**src/sv/pmc_pkg.sv**
```systemverilog
package pmc_pkg;

   // controller states: run a step, or hold a result for the sink
   typedef enum logic [0:0] {
      ST_STEP,
      ST_HOLD
   } pmc_state_type;

   // controller to datapath commands
   typedef struct packed {
      logic step;
      logic load_out;
   } pmc_cmd_type;

   // datapath to controller status
   typedef struct packed {
      logic busy;
   } pmc_status_type;

   localparam int unsigned REQ_BITS  = 1 + 1 + 12 + 32 + 1 + 1 + 1 + 32 + 32;
   localparam int unsigned REQ_BYTES = (REQ_BITS + 7) / 8;
   localparam int unsigned RSP_BITS  = 1 + 32 + 1 + 1 + 10 + 32 + 1 + 1 + 12 + 32;
   localparam int unsigned RSP_BYTES = (RSP_BITS + 7) / 8;

endpackage

```
**src/sv/paged_memory_controller_top.sv**
```systemverilog
// Paged memory controller: a 12-bit virtual address (page in bits 11..8) is mapped
// onto FRAMES frames of an external frame RAM backed by a 16-page store, with FIFO
// replacement and write-back of dirty pages. Each req_ transfer carries one clock
// tick's worth of port values and yields exactly one rsp_ transfer with the strobes,
// held addresses and data for that tick. One item is worked per cycle; the next is
// taken in the cycle its result leaves the output register, so a continuously
// drained sink sees one item per clock. Page copies take one item per word.
module paged_memory_controller_top
   import pmc_pkg::*;
#(
   parameter int unsigned FRAMES     = 4,
   parameter int unsigned PAGE_WORDS = 256
) (
   input  logic                   clock,
   input  logic                   reset,
   input  logic                   req_tvalid,
   output logic                   req_tready,
   // req_read, req_write, req_addr[11:0], req_data[31:0], flush_all, ram_ready,
   // store_ready, ram_rdata[31:0], store_rdata[31:0], zero fill
   input  logic [REQ_BYTES*8-1:0] req_tdata,
   output logic                   rsp_tvalid,
   input  logic                   rsp_tready,
   // client_ready, client_rdata[31:0], ram_rd, ram_wr, ram_addr[9:0],
   // ram_wdata[31:0], store_rd, store_wr, store_addr[11:0], store_wdata[31:0], zero fill
   output logic [RSP_BYTES*8-1:0] rsp_tdata
);

   pmc_cmd_type    cmd;
   pmc_status_type status;

   pmc_ctrl u_ctrl (
      .clock, .reset, .req_tvalid, .req_tready, .rsp_tvalid, .rsp_tready,
      .status, .cmd
   );

   logic        ready, ram_rd, ram_wr, st_rd, st_wr;
   logic [31:0] rdata, ram_wdata, st_wdata;
   logic [9:0]  ram_addr;
   logic [11:0] st_addr;

   pmc_datapath #(.FRAMES(FRAMES), .PAGE_WORDS(PAGE_WORDS), .DATA_WIDTH(32)) u_dp (
      .clock, .reset, .cmd, .status,
      .i_rd(req_tdata[0]), .i_wr(req_tdata[1]), .i_addr(req_tdata[13:2]),
      .i_wdata(req_tdata[45:14]), .i_flush(req_tdata[46]), .i_rready(req_tdata[47]),
      .i_sready(req_tdata[48]), .i_rdata(req_tdata[80:49]), .i_sdata(req_tdata[112:81]),
      .o_ready(ready), .o_rdata(rdata), .o_ram_rd(ram_rd), .o_ram_wr(ram_wr),
      .o_ram_addr(ram_addr), .o_ram_wdata(ram_wdata), .o_st_rd(st_rd),
      .o_st_wr(st_wr), .o_st_addr(st_addr), .o_st_wdata(st_wdata)
   );

   assign rsp_tdata = {(RSP_BYTES*8-RSP_BITS)'(0), st_wdata, st_addr, st_wr, st_rd,
                       ram_wdata, ram_addr, ram_wr, ram_rd, rdata, ready};

endmodule

```
**src/sv/pmc_ctrl.sv**
```systemverilog
module pmc_ctrl
   import pmc_pkg::*;
(
   input  logic           clock,
   input  logic           reset,
   input  logic           req_tvalid,
   output logic           req_tready,
   output logic           rsp_tvalid,
   input  logic           rsp_tready,
   input  pmc_status_type status,
   output pmc_cmd_type    cmd
);

   pmc_state_type state_ff, state_in;

   // next state
   always_comb begin
      state_in = state_ff;
      unique case (state_ff)
         ST_STEP: if (req_tvalid) state_in = ST_HOLD;
         ST_HOLD: if (rsp_tready) state_in = req_tvalid ? ST_HOLD : ST_STEP;
         default: state_in = ST_STEP;
      endcase
   end

   // outputs: a new item is taken whenever the output slot is free or draining
   always_comb begin
      rsp_tvalid   = (state_ff == ST_HOLD);
      req_tready   = (state_ff == ST_STEP) || rsp_tready;
      cmd.step     = req_tvalid && req_tready;
      cmd.load_out = cmd.step;
   end

   always_ff @(posedge clock) begin
      if (reset) state_ff <= ST_STEP;
      else       state_ff <= state_in;
   end

   // a result is offered exactly after each transfer in, until taken
   a_out_follows: assert property (@(posedge clock) disable iff (reset)
      (req_tvalid && req_tready) |=> rsp_tvalid) else $error("result lost");
   a_step_gate: assert property (@(posedge clock) disable iff (reset)
      cmd.step |-> req_tready) else $error("step without transfer");
   a_hold: assert property (@(posedge clock) disable iff (reset)
      (rsp_tvalid && !rsp_tready) |=> rsp_tvalid) else $error("result dropped");
   a_status_known: assert property (@(posedge clock) disable iff (reset)
      !$isunknown(status)) else $error("datapath status unknown");

endmodule

```
**src/sv/pmc_datapath.sv**
```systemverilog
module pmc_datapath
   import pmc_pkg::*;
#(
   parameter int unsigned FRAMES     = 4,
   parameter int unsigned PAGE_WORDS = 256,
   parameter int unsigned DATA_WIDTH = 32
) (
   input  logic                    clock,
   input  logic                    reset,
   input  pmc_cmd_type             cmd,
   output pmc_status_type          status,
   input  logic                    i_rd,
   input  logic                    i_wr,
   input  logic [11:0]             i_addr,
   input  logic [DATA_WIDTH-1:0]   i_wdata,
   input  logic                    i_flush,
   input  logic                    i_rready,
   input  logic                    i_sready,
   input  logic [DATA_WIDTH-1:0]   i_rdata,
   input  logic [DATA_WIDTH-1:0]   i_sdata,
   output logic                    o_ready,
   output logic [DATA_WIDTH-1:0]   o_rdata,
   output logic                    o_ram_rd,
   output logic                    o_ram_wr,
   output logic [9:0]              o_ram_addr,
   output logic [DATA_WIDTH-1:0]   o_ram_wdata,
   output logic                    o_st_rd,
   output logic                    o_st_wr,
   output logic [11:0]             o_st_addr,
   output logic [DATA_WIDTH-1:0]   o_st_wdata
);

   localparam int unsigned FB = $clog2(FRAMES);
   localparam logic [8:0] PW = 9'(PAGE_WORDS);
   localparam logic [2:0] FR = 3'(FRAMES);

   logic [3:0]  tag_ff [FRAMES], tag_in [FRAMES];
   logic [FRAMES-1:0] dirty_ff, dirty_in;
   logic [1:0]  vptr_ff, vptr_in;
   logic [2:0]  fptr_ff, fptr_in;
   logic [8:0]  woff_ff, woff_in;
   logic [11:0] haddr_ff, haddr_in;
   logic [3:0]  hpage_ff, hpage_in;
   logic [1:0]  cur_ff, cur_in;
   logic [DATA_WIDTH-1:0] hdata_ff, hdata_in;
   logic prd_ff, prd_in, pwr_ff, pwr_in, hit_ff, hit_in, aw_ff, aw_in;
   logic sw_ff, sw_in, fl_ff, fl_in, vs_ff, vs_in, emp_ff, emp_in;
   logic [9:0]  ra_ff, ra_in;
   logic [11:0] sa_ff, sa_in;
   logic [DATA_WIDTH-1:0] rw_ff, rw_in, sw_d_ff, sw_d_in;
   logic rdy_c, rrd_c, rwr_c, srd_c, swr_c;
   logic [DATA_WIDTH-1:0] rdat_c;

   assign status.busy = sw_ff || fl_ff;

   // one model step: tag match, flush walk, hit access, write-back and fetch
   always_comb begin
      logic [FB-1:0] f;
      logic lock;
      tag_in = tag_ff; dirty_in = dirty_ff; vptr_in = vptr_ff; fptr_in = fptr_ff;
      woff_in = woff_ff; haddr_in = haddr_ff; hpage_in = hpage_ff; cur_in = cur_ff;
      hdata_in = hdata_ff; prd_in = prd_ff; pwr_in = pwr_ff; hit_in = hit_ff;
      aw_in = aw_ff; sw_in = sw_ff; fl_in = fl_ff; vs_in = vs_ff; emp_in = emp_ff;
      ra_in = ra_ff; sa_in = sa_ff; rw_in = rw_ff; sw_d_in = sw_d_ff;
      rrd_c = 1'b0; rwr_c = 1'b0; srd_c = 1'b0; swr_c = 1'b0; lock = 1'b0;
      rdat_c = '0;
      if (!fl_in) fl_in = i_flush;
      rdy_c = i_rready && i_sready;
      // latch a new request and match tags
      if (!sw_in && (i_rd || i_wr) && !fl_in) begin
         haddr_in = i_addr; hpage_in = i_addr[11:8];
         prd_in = i_rd; pwr_in = i_wr; hdata_in = i_wdata; hit_in = 1'b0;
         if (!emp_in) begin
            cur_in = vptr_in;
            for (int i = 0; i < FRAMES; i++)
               if (tag_in[i] == hpage_in) begin
                  cur_in = 2'(i); hit_in = 1'b1;
               end
         end
         rdy_c = 1'b0;
      end
      // flush walk
      if (fl_in && !vs_in) begin
         hpage_in = '0; aw_in = 1'b0;
         if (fptr_in >= FR) begin
            cur_in = 2'(FRAMES - 1); fptr_in = '0; fl_in = 1'b0;
         end else begin
            cur_in = fptr_in[1:0]; fptr_in = fptr_in + 3'd1;
         end
      end
      f = cur_in[FB-1:0];
      // hit access
      if (hit_in && i_rready && !fl_in) begin
         if (aw_in) begin
            rdy_c = 1'b1; rdat_c = i_rdata; aw_in = 1'b0;
         end
         if (pwr_in) begin
            rwr_c = 1'b1; rw_in = hdata_in;
            ra_in = {2'(f), haddr_in[7:0]};
            rdat_c = '0; rdy_c = 1'b0; dirty_in[f] = 1'b1; pwr_in = 1'b0;
         end
         if (prd_in) begin
            rrd_c = 1'b1; ra_in = {2'(f), haddr_in[7:0]};
            rdat_c = '0; rdy_c = 1'b0; prd_in = 1'b0; aw_in = 1'b1;
         end
      end
      if (fl_in && dirty_in[f]) vs_in = 1'b1;
      // write-back of a dirty frame, then fetch of the new page
      if ((!hit_in || fl_in) && i_rready && i_sready) begin
         sw_in = 1'b1;
         if (dirty_in[f]) begin
            if (aw_in) begin
               swr_c = 1'b1; sw_d_in = i_rdata;
               sa_in = {tag_in[f], 8'h00} + 12'(woff_in);
               lock = 1'b1; woff_in = woff_in + 9'd1; aw_in = 1'b0;
            end
            if (woff_in < PW) begin
               rrd_c = 1'b1; ra_in = {2'(f), 8'h00} + 10'(woff_in); aw_in = 1'b1;
            end else begin
               tag_in[f] = hpage_in; dirty_in[f] = 1'b0; woff_in = '0; vs_in = 1'b0;
            end
            rdy_c = 1'b0;
         end
         if (!dirty_in[f] && !lock && !fl_in) begin
            if (aw_in) begin
               rwr_c = 1'b1; rw_in = i_sdata;
               ra_in = {2'(f), 8'h00} + 10'(woff_in);
               woff_in = woff_in + 9'd1; aw_in = 1'b0;
            end
            if (woff_in < PW) begin
               srd_c = 1'b1; sa_in = {haddr_in[11:8], 8'h00} + 12'(woff_in);
               aw_in = 1'b1;
            end else begin
               emp_in = 1'b0; woff_in = '0; sw_in = 1'b0; dirty_in[f] = 1'b0;
               tag_in[f] = hpage_in; hit_in = 1'b1;
               vptr_in = (3'(vptr_in) + 3'd1 >= FR) ? 2'd0 : vptr_in + 2'd1;
            end
            rdy_c = 1'b0;
         end
      end
   end

   // state registers advance once per accepted item
   always_ff @(posedge clock) begin
      if (reset) begin
         for (int i = 0; i < FRAMES; i++) tag_ff[i] <= '0;
         dirty_ff <= '0; vptr_ff <= '0; fptr_ff <= '0; woff_ff <= '0;
         haddr_ff <= '0; hpage_ff <= '0; cur_ff <= '0; hdata_ff <= '0;
         prd_ff <= 1'b0; pwr_ff <= 1'b0; hit_ff <= 1'b0; aw_ff <= 1'b0;
         sw_ff <= 1'b0; fl_ff <= 1'b0; vs_ff <= 1'b0; emp_ff <= 1'b1;
         ra_ff <= '0; sa_ff <= '0; rw_ff <= '0; sw_d_ff <= '0;
      end else if (cmd.step) begin
         tag_ff <= tag_in; dirty_ff <= dirty_in; vptr_ff <= vptr_in;
         fptr_ff <= fptr_in; woff_ff <= woff_in; haddr_ff <= haddr_in;
         hpage_ff <= hpage_in; cur_ff <= cur_in; hdata_ff <= hdata_in;
         prd_ff <= prd_in; pwr_ff <= pwr_in; hit_ff <= hit_in; aw_ff <= aw_in;
         sw_ff <= sw_in; fl_ff <= fl_in; vs_ff <= vs_in; emp_ff <= emp_in;
         ra_ff <= ra_in; sa_ff <= sa_in; rw_ff <= rw_in; sw_d_ff <= sw_d_in;
      end
   end

   // output register
   always_ff @(posedge clock) begin
      if (cmd.load_out) begin
         o_ready <= rdy_c; o_rdata <= rdat_c; o_ram_rd <= rrd_c; o_ram_wr <= rwr_c;
         o_ram_addr <= ra_in; o_ram_wdata <= rw_in; o_st_rd <= srd_c;
         o_st_wr <= swr_c; o_st_addr <= sa_in; o_st_wdata <= sw_d_in;
      end
   end

   a_wb_only_dirty: assert property (@(posedge clock) disable iff (reset)
      (cmd.step && swr_c) |-> dirty_ff[cur_in[FB-1:0]]) else $error("clean write-back");
   a_fptr_range: assert property (@(posedge clock) disable iff (reset)
      fptr_ff <= FR) else $error("flush pointer past end");
   a_strobes: assert property (@(posedge clock) disable iff (reset)
      cmd.step |-> !(srd_c && swr_c)) else $error("store read and write");

endmodule

```
**config.mk**
```make
export PLATFORM = sky130hd
export DESIGN_NAME = paged_memory_controller_top
export DESIGN_NICKNAME = d
export VERILOG_FILES = /design/src/sv/pmc_pkg.sv /design/src/sv/paged_memory_controller_top.sv /design/src/sv/pmc_ctrl.sv /design/src/sv/pmc_datapath.sv
export SDC_FILE = /design/constraint.sdc
export NUM_CORES = 1
export LEC_CHECK = 0
export ABC_AREA = 1
export BUFFER_PORTS_ARGS = -buffer_cell sky130_fd_sc_hd__buf_2
export CORE_MARGIN = 8
export CORE_UTILIZATION = 30
export DETAILED_ROUTE_END_ITERATION = 10
export PLACE_DENSITY = 0.52
export SYNTH_ARGS = -nofsm -noshare
export SYNTH_HDL_FRONTEND = slang
export SYNTH_HIERARCHICAL = 1
export SYNTH_SLANG_ARGS = --single-unit
```
**constraint.sdc**
```tcl
create_clock -name clock -period 11.7 [get_ports clock]
set_clock_uncertainty 0.2 [all_clocks]
set_input_delay 0.585 -clock clock [delete_from_list [all_inputs] [get_ports clock]]
set_output_delay 0.585 -clock clock [all_outputs]
set_load 0.05 [all_outputs]
```
==> results of run 1 <==
## cell type report
cell class | count | area (um2)
Clock inverter | 17 | 219
Antenna cell | 1 | 2.50
Fill cell | 5421 | 32600
Multi-Input combinational cell | 1323 | 6470
Sequential cell | 302 | 7280
Timing Repair Buffer | 258 | 1350
Clock buffer | 53 | 1110
Inverter | 313 | 1180
Tap cell | 680 | 851
## routing by layer
| metal | up-vias | GRT usage (%) | routed length, um |
|---|---|---|---|
| met5 | - | 0 | 23 |
| met4 | 4 | 4.35 | 1030 |
| met3 | 66 | 3.55 | 2990 |
| met2 | 347 | 24.3 | 21300 |
| met1 | 6346 | 20.5 | 21600 |
| li1 | 6934 | - | - |
## final timing paths
| kind | to | depth (start not counted) | slack (ns) | from |
|---|---|---|---|---|
| setup reg to reg | u_dp/o_st_addr[4]$_DFFE_PP_ | 25 | 6.05 | u_dp/fl_ff$_SDFFE_PP0P_ |
| setup / recovery | u_dp/o_st_addr[4]$_DFFE_PP_ | 25 | 6.05 | u_dp/fl_ff$_SDFFE_PP0P_ |
| hold / removal | u_ctrl/rsp_tvalid$_SDFF_PP0_ | 4 | 0.14 | rsp_tready |
| hold reg to reg | u_dp/pwr_ff$_SDFFE_PP0P_ | 2 | 0.27 | u_dp/pwr_ff$_SDFFE_PP0P_ |
## state kept, by name (all words and copies together) (netlist names), 3 cells and up
signal,cells
u_dp/woff_ff,9
u_dp/ra_ff,10
u_dp/hpage_ff,4
u_dp/hdata_ff,32
u_dp/o_st_addr,12
u_dp/fptr_ff,3
u_dp/o_ram_addr,10
u_dp/rw_ff,32
u_dp/sw_d_ff,32
u_dp/o_st_wdata,32
u_dp/o_ram_wdata,32
u_dp/haddr_ff,12
u_dp/dirty_ff,4
u_dp/o_rdata,32
u_dp/sa_ff,12
u_dp/tag_ff,16
## cell usage after synthesis (all sizes together)
cell type,number,area [um2]
nand2,473,1880
inv,308,1160
nor2,280,1150
o21ai,266,1350
dfxtp,179,3580
edfxtp,123,3690
a21oi,110,554
clkbuf,86,324
nand3,68,370
a31oi,44,463
buf,34,231
nand4,16,136
xor2,14,123
ha,8,100
o21a,6,45.0
clkinv,5,18.8
o22ai,5,31.3
a211oi,4,30.0
nor3,4,31.3
o2111ai,4,35.0
o211ai,3,27.5
or2,3,21.3
a221oi,2,17.5
a22oi,2,15.0
xnor2,2,17.5
conb,1,3.75
mux2i,1,10.0
nor4,1,6.26
o221ai,1,8.76
or3,1,6.26
## power breakdown
| part | leakage [nW] | switching (mW) | internal (mW) |
|---|---|---|---|
| sequential | 2.71 | 0.0277 | 1.18 |
| clock | 0.644 | 0.466 | 0.775 |
| combinational | 5.29 | 0.432 | 0.143 |
| total | 8.64 | 0.925 | 2.10 |
## metrics by stage
stage	std cells	worst slack (ns)	power [mW]	hold WS, ns
3_5_place_dp	2876	5.85	1.81	0.263
2_1_floorplan	2058	2.80	1.66	0.245
3_3_place_gp	2876	5.81	1.80	0.253
5_1_grt	2946	5.63	3.17	0.130
6_report	2947	6.05	3.02	0.145
4_1_cts	2946	6.07	3.08	0.106
## critical path, cell delays in order (launching register included)
cell	delay, ns
dfxtp_1	0.32
or2_4	0.25
nor3_4	0.10
buf_4	0.54
inv_2	0.44
buf_4	0.36
nand2_1	0.14
nand2_4	0.09
nand3_2	0.11
nand2_2	0.14
nand2_2	0.33
nand2_2	0.11
nand2_4	0.14
inv_2	0.10
nor2_1	0.10
nand2_1	0.07
o21ai_1	0.19
ha_1	0.22
nand3_1	0.16
nor2_4	0.20
nand4_4	0.18
nand2_4	0.20
nand2_4	0.17
inv_2	0.19
nand2_1	0.13
a31oi_1	0.22
## kinds of logic (layout without fill, tap and decap cells)
logic type,count (synthesis),after routing,synth area share (%)
flip-flops,302,302,47.2
XOR/XNOR,16,16,0.908
multiplexers,1,1,0.0649
adder cells (fa/ha/maj),8,8,0.649
AO/OA/AOI/OAI,447,447,16.7
AND/OR/NAND/NOR,846,846,23.3
other,1,6,0.0243
buffers and inverters,433,641,11.2
==> flow_summary.yaml, run 1 <==
timing:
  slew_viol_final: 0
  final.period_utilization_pct: 48.3
  setup_violations: 0
  finalHoldViolations: 0
  fmax_ghz: 0.177
  worstMarginPinSlew_ns: 1.12
  tns_ns: 0
  fin_crit_ns: 5.65
  rsz0062_at_grt: "false"
  relSlewSlack_pct: 25.1
yosys:
  seq_area_frac_synth_pct: 47.2
  ys.warnings.count: 6
  avgSynthCellArea_um2: 7.51
  synth_cell_type_count: 51
  syn_inst: 2054
  synth-seq-cells: 302
  synth_area_mm2: 0.0154
floorplanning:
  initial_core_util_pct: 30.2
  core_area_mm2: 0.0511
  dieHeight_um: 243
  dieArea_mm2: 0.0590
  rows: 83
  io_pins: 254
  die_width_um: 243
worst_setup_path:
  worstSetupPathType: "reg2reg"
  endpoint_kind: "register"
  cp.arrival_ns: 5.83
  cp_max_fo: 52
  required_ns: 11.88
  startpoint_type: "register"
cells_and_area:
  drive_above_1_share_pct: 18.2
  syn2layout_area_growth_pct: 19.6
  finish.utilization_pct: 36.1
  final_nets: 2368
  finalInstanceArea_mm2: 0.0185
  layout_commonest_cell: "nand2_1"
  most-common-layout-cells: "nand2_1 (451), inv_1 (298), nor2_1 (268), buf_2 (240), o21ai_0 (219)"
grt:
  overflow: 0
  grt_pass1_wl_mm: 73.9
  grt_antenna_before_repair: 3
  grtUsageTotal_pct: 15.3
  grt_max_degree: 164
  grt_pass1_vias: 13000
clock_tree:
  cts-root-buf: "clkbuf_16"
  cts_tree: "yes"
  cts.sinks: 302
  clk_latency_ns: 0.55
  cts_inserted_buffers: 38
  clockBufferDepth: 3
  cts_max_level: 2
  cts.reportedPaths.clkPinSlew_ns: 0.06
  holdBufCountCts: 0
  cts_setup_buffers: 0
  post_cts_resized: 0
drt:
  drc: 0
  avgRoutedWirePerCell_um: 15.9
  via_count: 13700
  initialDrtViolationCount: 864
  viasPerCell: 4.65
  drtPass1Iterations: 5
  final_antenna_net_count: 0
  drt_wl_total_mm: 46.9
placement:
  place_congestion: 0.848
  place_hpwl_mm: 31.5
  place_area_mm2: 0.0171
  numPortBuffers: 241
run:
  cap_violations: 0
pwr:
  leakagePower_nw: 8.64
  ir_drop_mv: 0.0765
  power_density_mw_per_mm2: 164
worst_hold_path:
  hold_class: "in2reg"
run_status:
  outcome: "finished, final reports clean"
Power figures use the tool's default switching activity.
==> run 2, diff against run 1 <==
ABC_AREA = 0   (was 1)
PLACE_DENSITY = 0.54   (was 0.52)
clock period = 4.95 ns   (was 11.7 ns; I/O delays follow)
==> run 2 against run 1 <==
Die area down 5.7%. Synthesized cell count decreased by 28%. Sequential share of layout area shrank 0.65 points. Total power grew 110%. Clock power up 110%. First-iteration DRC count shrank 14%. Global-route usage rose by 0.10 points. Maximum frequency increased by 21%. Via count decreased by 11%. Flip-flop and latch count stayed put. Combinational power rose by 63%. Non-clock buffer count grew 145. Largest power group is now sequential cells. Highest routed layer unchanged.
==> flow_summary.yaml, run 2 <==
worst_hold_path:
  min_from: "req_tdata[48]"
  whs_path_depth: 5
  whs_endpoint: "u_dp/o_ready$_DFFE_PP_"
  hold_class: "in2reg"
worst_setup_path:
  worstSetupPathType: "reg2reg"
  cp.arrival_ns: 4.84
  reg2reg_depth: 14
  startpoint_type: "register"
  timing.rr.end: "u_dp/o_st_addr[1]$_DFFE_PP_"
  cp_max_fo: 12
  required_ns: 5.13
  endpoint_kind: "register"
  r2r_start: "u_dp/fl_ff$_SDFFE_PP0P_"
  r2r_slack_ns: 0.29
drt:
  drtPass1Iterations: 5
  drc: 0
  viasPerCell: 4.95
  initialDrtViolationCount: 746
  drt_wl_total_mm: 44.2
  via_count: 12100
  avgRoutedWirePerCell_um: 18.0
  final_antenna_net_count: 0
pwr:
  ir_drop_mv: 0.183
  power_density_mw_per_mm2: 332
  pwr-share-clk_pct: 41.3
  pwr-share-comb_pct: 15.0
  power_switching_mw: 1.74
  internal_power_mw: 4.48
  p_seq_share_pct: 43.7
  switching_share_pct: 28.0
  leakagePower_nw: 7.44
grt:
  grt_pass1_wl_mm: 69.1
  overflow: 0
  grtUsageTotal_pct: 15.4
  grt_max_degree: 130
  grt_antenna_before_repair: 4
  grt_pass1_vias: 12100
placement:
  numPortBuffers: 241
  place_congestion: 0.896
  place_hpwl_mm: 29.4
clock_tree:
  clk_latency_ns: 0.54
  cts.reportedPaths.clkPinSlew_ns: 0.06
  cts_tree: "yes"
  cts.sinks: 302
  cts_inserted_buffers: 37
  cts-root-buf: "clkbuf_16"
  cts_max_level: 2
  clockBufferDepth: 3
  cts_setup_buffers: 0
run:
  cap_violations: 0
timing:
  final.period_utilization_pct: 94.1
  rsz0062_at_grt: "false"
  setup_violations: 0
  fin_crit_ns: 4.66
  fmax_ghz: 0.215
  finalHoldViolations: 0
  worstMarginPinSlew_ns: 1.03
  tns_ns: 0
  relSlewSlack_pct: 30.8
  slew_viol_final: 0
cells_and_area:
  layout_commonest_cell: "buf_2"
  drive_above_1_share_pct: 23.9
  finish.utilization_pct: 39.3
  final_nets: 1937
  register_area_mm2: 0.00728
  syn2layout_area_growth_pct: 29.5
  multi_input_area_mm2: 0.00676
  fillCellCount: 4702
  most-common-layout-cells: "buf_2 (240), nand2_1 (215), dfxtp_1 (179), mux2i_1 (131), nor2_1 (125)"
floorplanning:
  dieHeight_um: 236
  io_pins: 254
  initial_core_util_pct: 30.3
  rows: 80
  dieArea_mm2: 0.0556
  die_width_um: 236
  core_area_mm2: 0.0477
yosys:
  ys.warnings.count: 6
  avgSynthCellArea_um2: 9.84
  syn_inst: 1472
  synth_area_mm2: 0.0145
run_status:
  outcome: "finished, final reports clean"
## run 2: changes by cell type in the layout (fill, tap and decap cells not counted), moves of 36 or more
cell           delta
nor2_1          -143
o21ai_1          -38
mux2_2           +69
o21ai_0         -144
mux2i_1         +130
dlygate4sd3_1   +114
and2_1           +40
nand2_1         -236
nand3_1          -36
inv_1           -286
## run 2: power groups by stage
stage | sequential (mW) | clock [mW] | combinational [mW]
6_report | 2.72 | 2.57 | 0.935
4_1_cts | 2.72 | 2.67 | 0.937
2_1_floorplan | 2.95 | 0 | 0.403
3_5_place_dp | 2.77 | 0 | 0.863
5_1_grt | 2.73 | 2.75 | 1.00
3_3_place_gp | 2.77 | 0 | 0.858
## run 2: area by class of cell
type	instances	share of cell area, %
repair buffers	403	14.8
well taps	615	4.10
diodes	3	0.0400
clock inverters	21	0.867
clock buffers	46	5.11
flip-flops and latches	302	38.8
inverters	13	0.260
multi-input cells	1048	36.0
## run 2: worst max-delay path by stage
stage	startpoint	end	slack, ns	cells after the start
final	u_dp/fl_ff$_SDFFE_PP0P_	u_dp/o_st_addr[1]$_DFFE_PP_	0.29	14
after global routing	u_dp/fl_ff$_SDFFE_PP0P_	u_dp/sa_ff[8]$_SDFFE_PP0P_	0.05	14
after CTS	u_dp/fl_ff$_SDFFE_PP0P_	u_dp/o_st_addr[1]$_DFFE_PP_	0.15	15
after detailed placement	u_dp/fl_ff$_SDFFE_PP0P_	u_dp/o_st_addr[1]$_DFFE_PP_	0.17	15
after global placement	u_dp/fl_ff$_SDFFE_PP0P_	u_dp/o_st_addr[1]$_DFFE_PP_	0.25	15
after floorplan	u_dp/fl_ff$_SDFFE_PP0P_	u_dp/o_st_addr[8]$_DFFE_PP_	0.27	17
## run 2: repair_timing
action,in CTS,in global routing
setup endpoints to repair,0,25
hold buffers,114,0
gates resized for setup,0,3
hold endpoints to repair,216,0
## run 2: metal layers
| layer | routed length (um) | part of all wire, % | GRT usage, % | vias to the layer above |
|---|---|---|---|---|
| met4 | 1760 | 4.0 | 7.29 | 2 |
| met2 | 20500 | 46 | 25.1 | 325 |
| li1 | - | - | - | 5910 |
| met1 | 19500 | 44 | 19.3 | 5803 |
| met5 | 12 | 0.027 | 0 | - |
| met3 | 2410 | 5.4 | 3.16 | 83 |
## run 2: stage by stage
| step | instances | setup WS (ns) | instance area (um2) | power (mW) | hold slack, ns |
|---|---|---|---|---|---|
| CTS | 2448 | 0.147 | 18700 | 6.33 | 0.0586 |
| finish | 2451 | 0.290 | 18800 | 6.22 | 0.110 |
| global route | 2449 | 0.0462 | 18800 | 6.48 | 0.108 |
| detailed placement | 2267 | 0.171 | 16500 | 3.63 | 0.246 |
| global placement | 2267 | 0.247 | 16500 | 3.63 | 0.241 |
| floorplan | 1476 | 0.272 | 14500 | 3.35 | 0.110 |
## run 2: worst max-delay path: stages, from the launching register on
cell      delay (ns)
dfxtp_1         0.36
or3_1           0.51
or2_1           0.36
a211o_1         0.33
o211ai_1        0.20
nor2_1          0.12
buf_4           0.21
nor4b_1         0.43
a31oi_1         0.11
a32o_1          0.34
nor4_4          0.39
mux2i_1         0.27
buf_4           0.19
mux2_2          0.35
o21ai_0         0.14
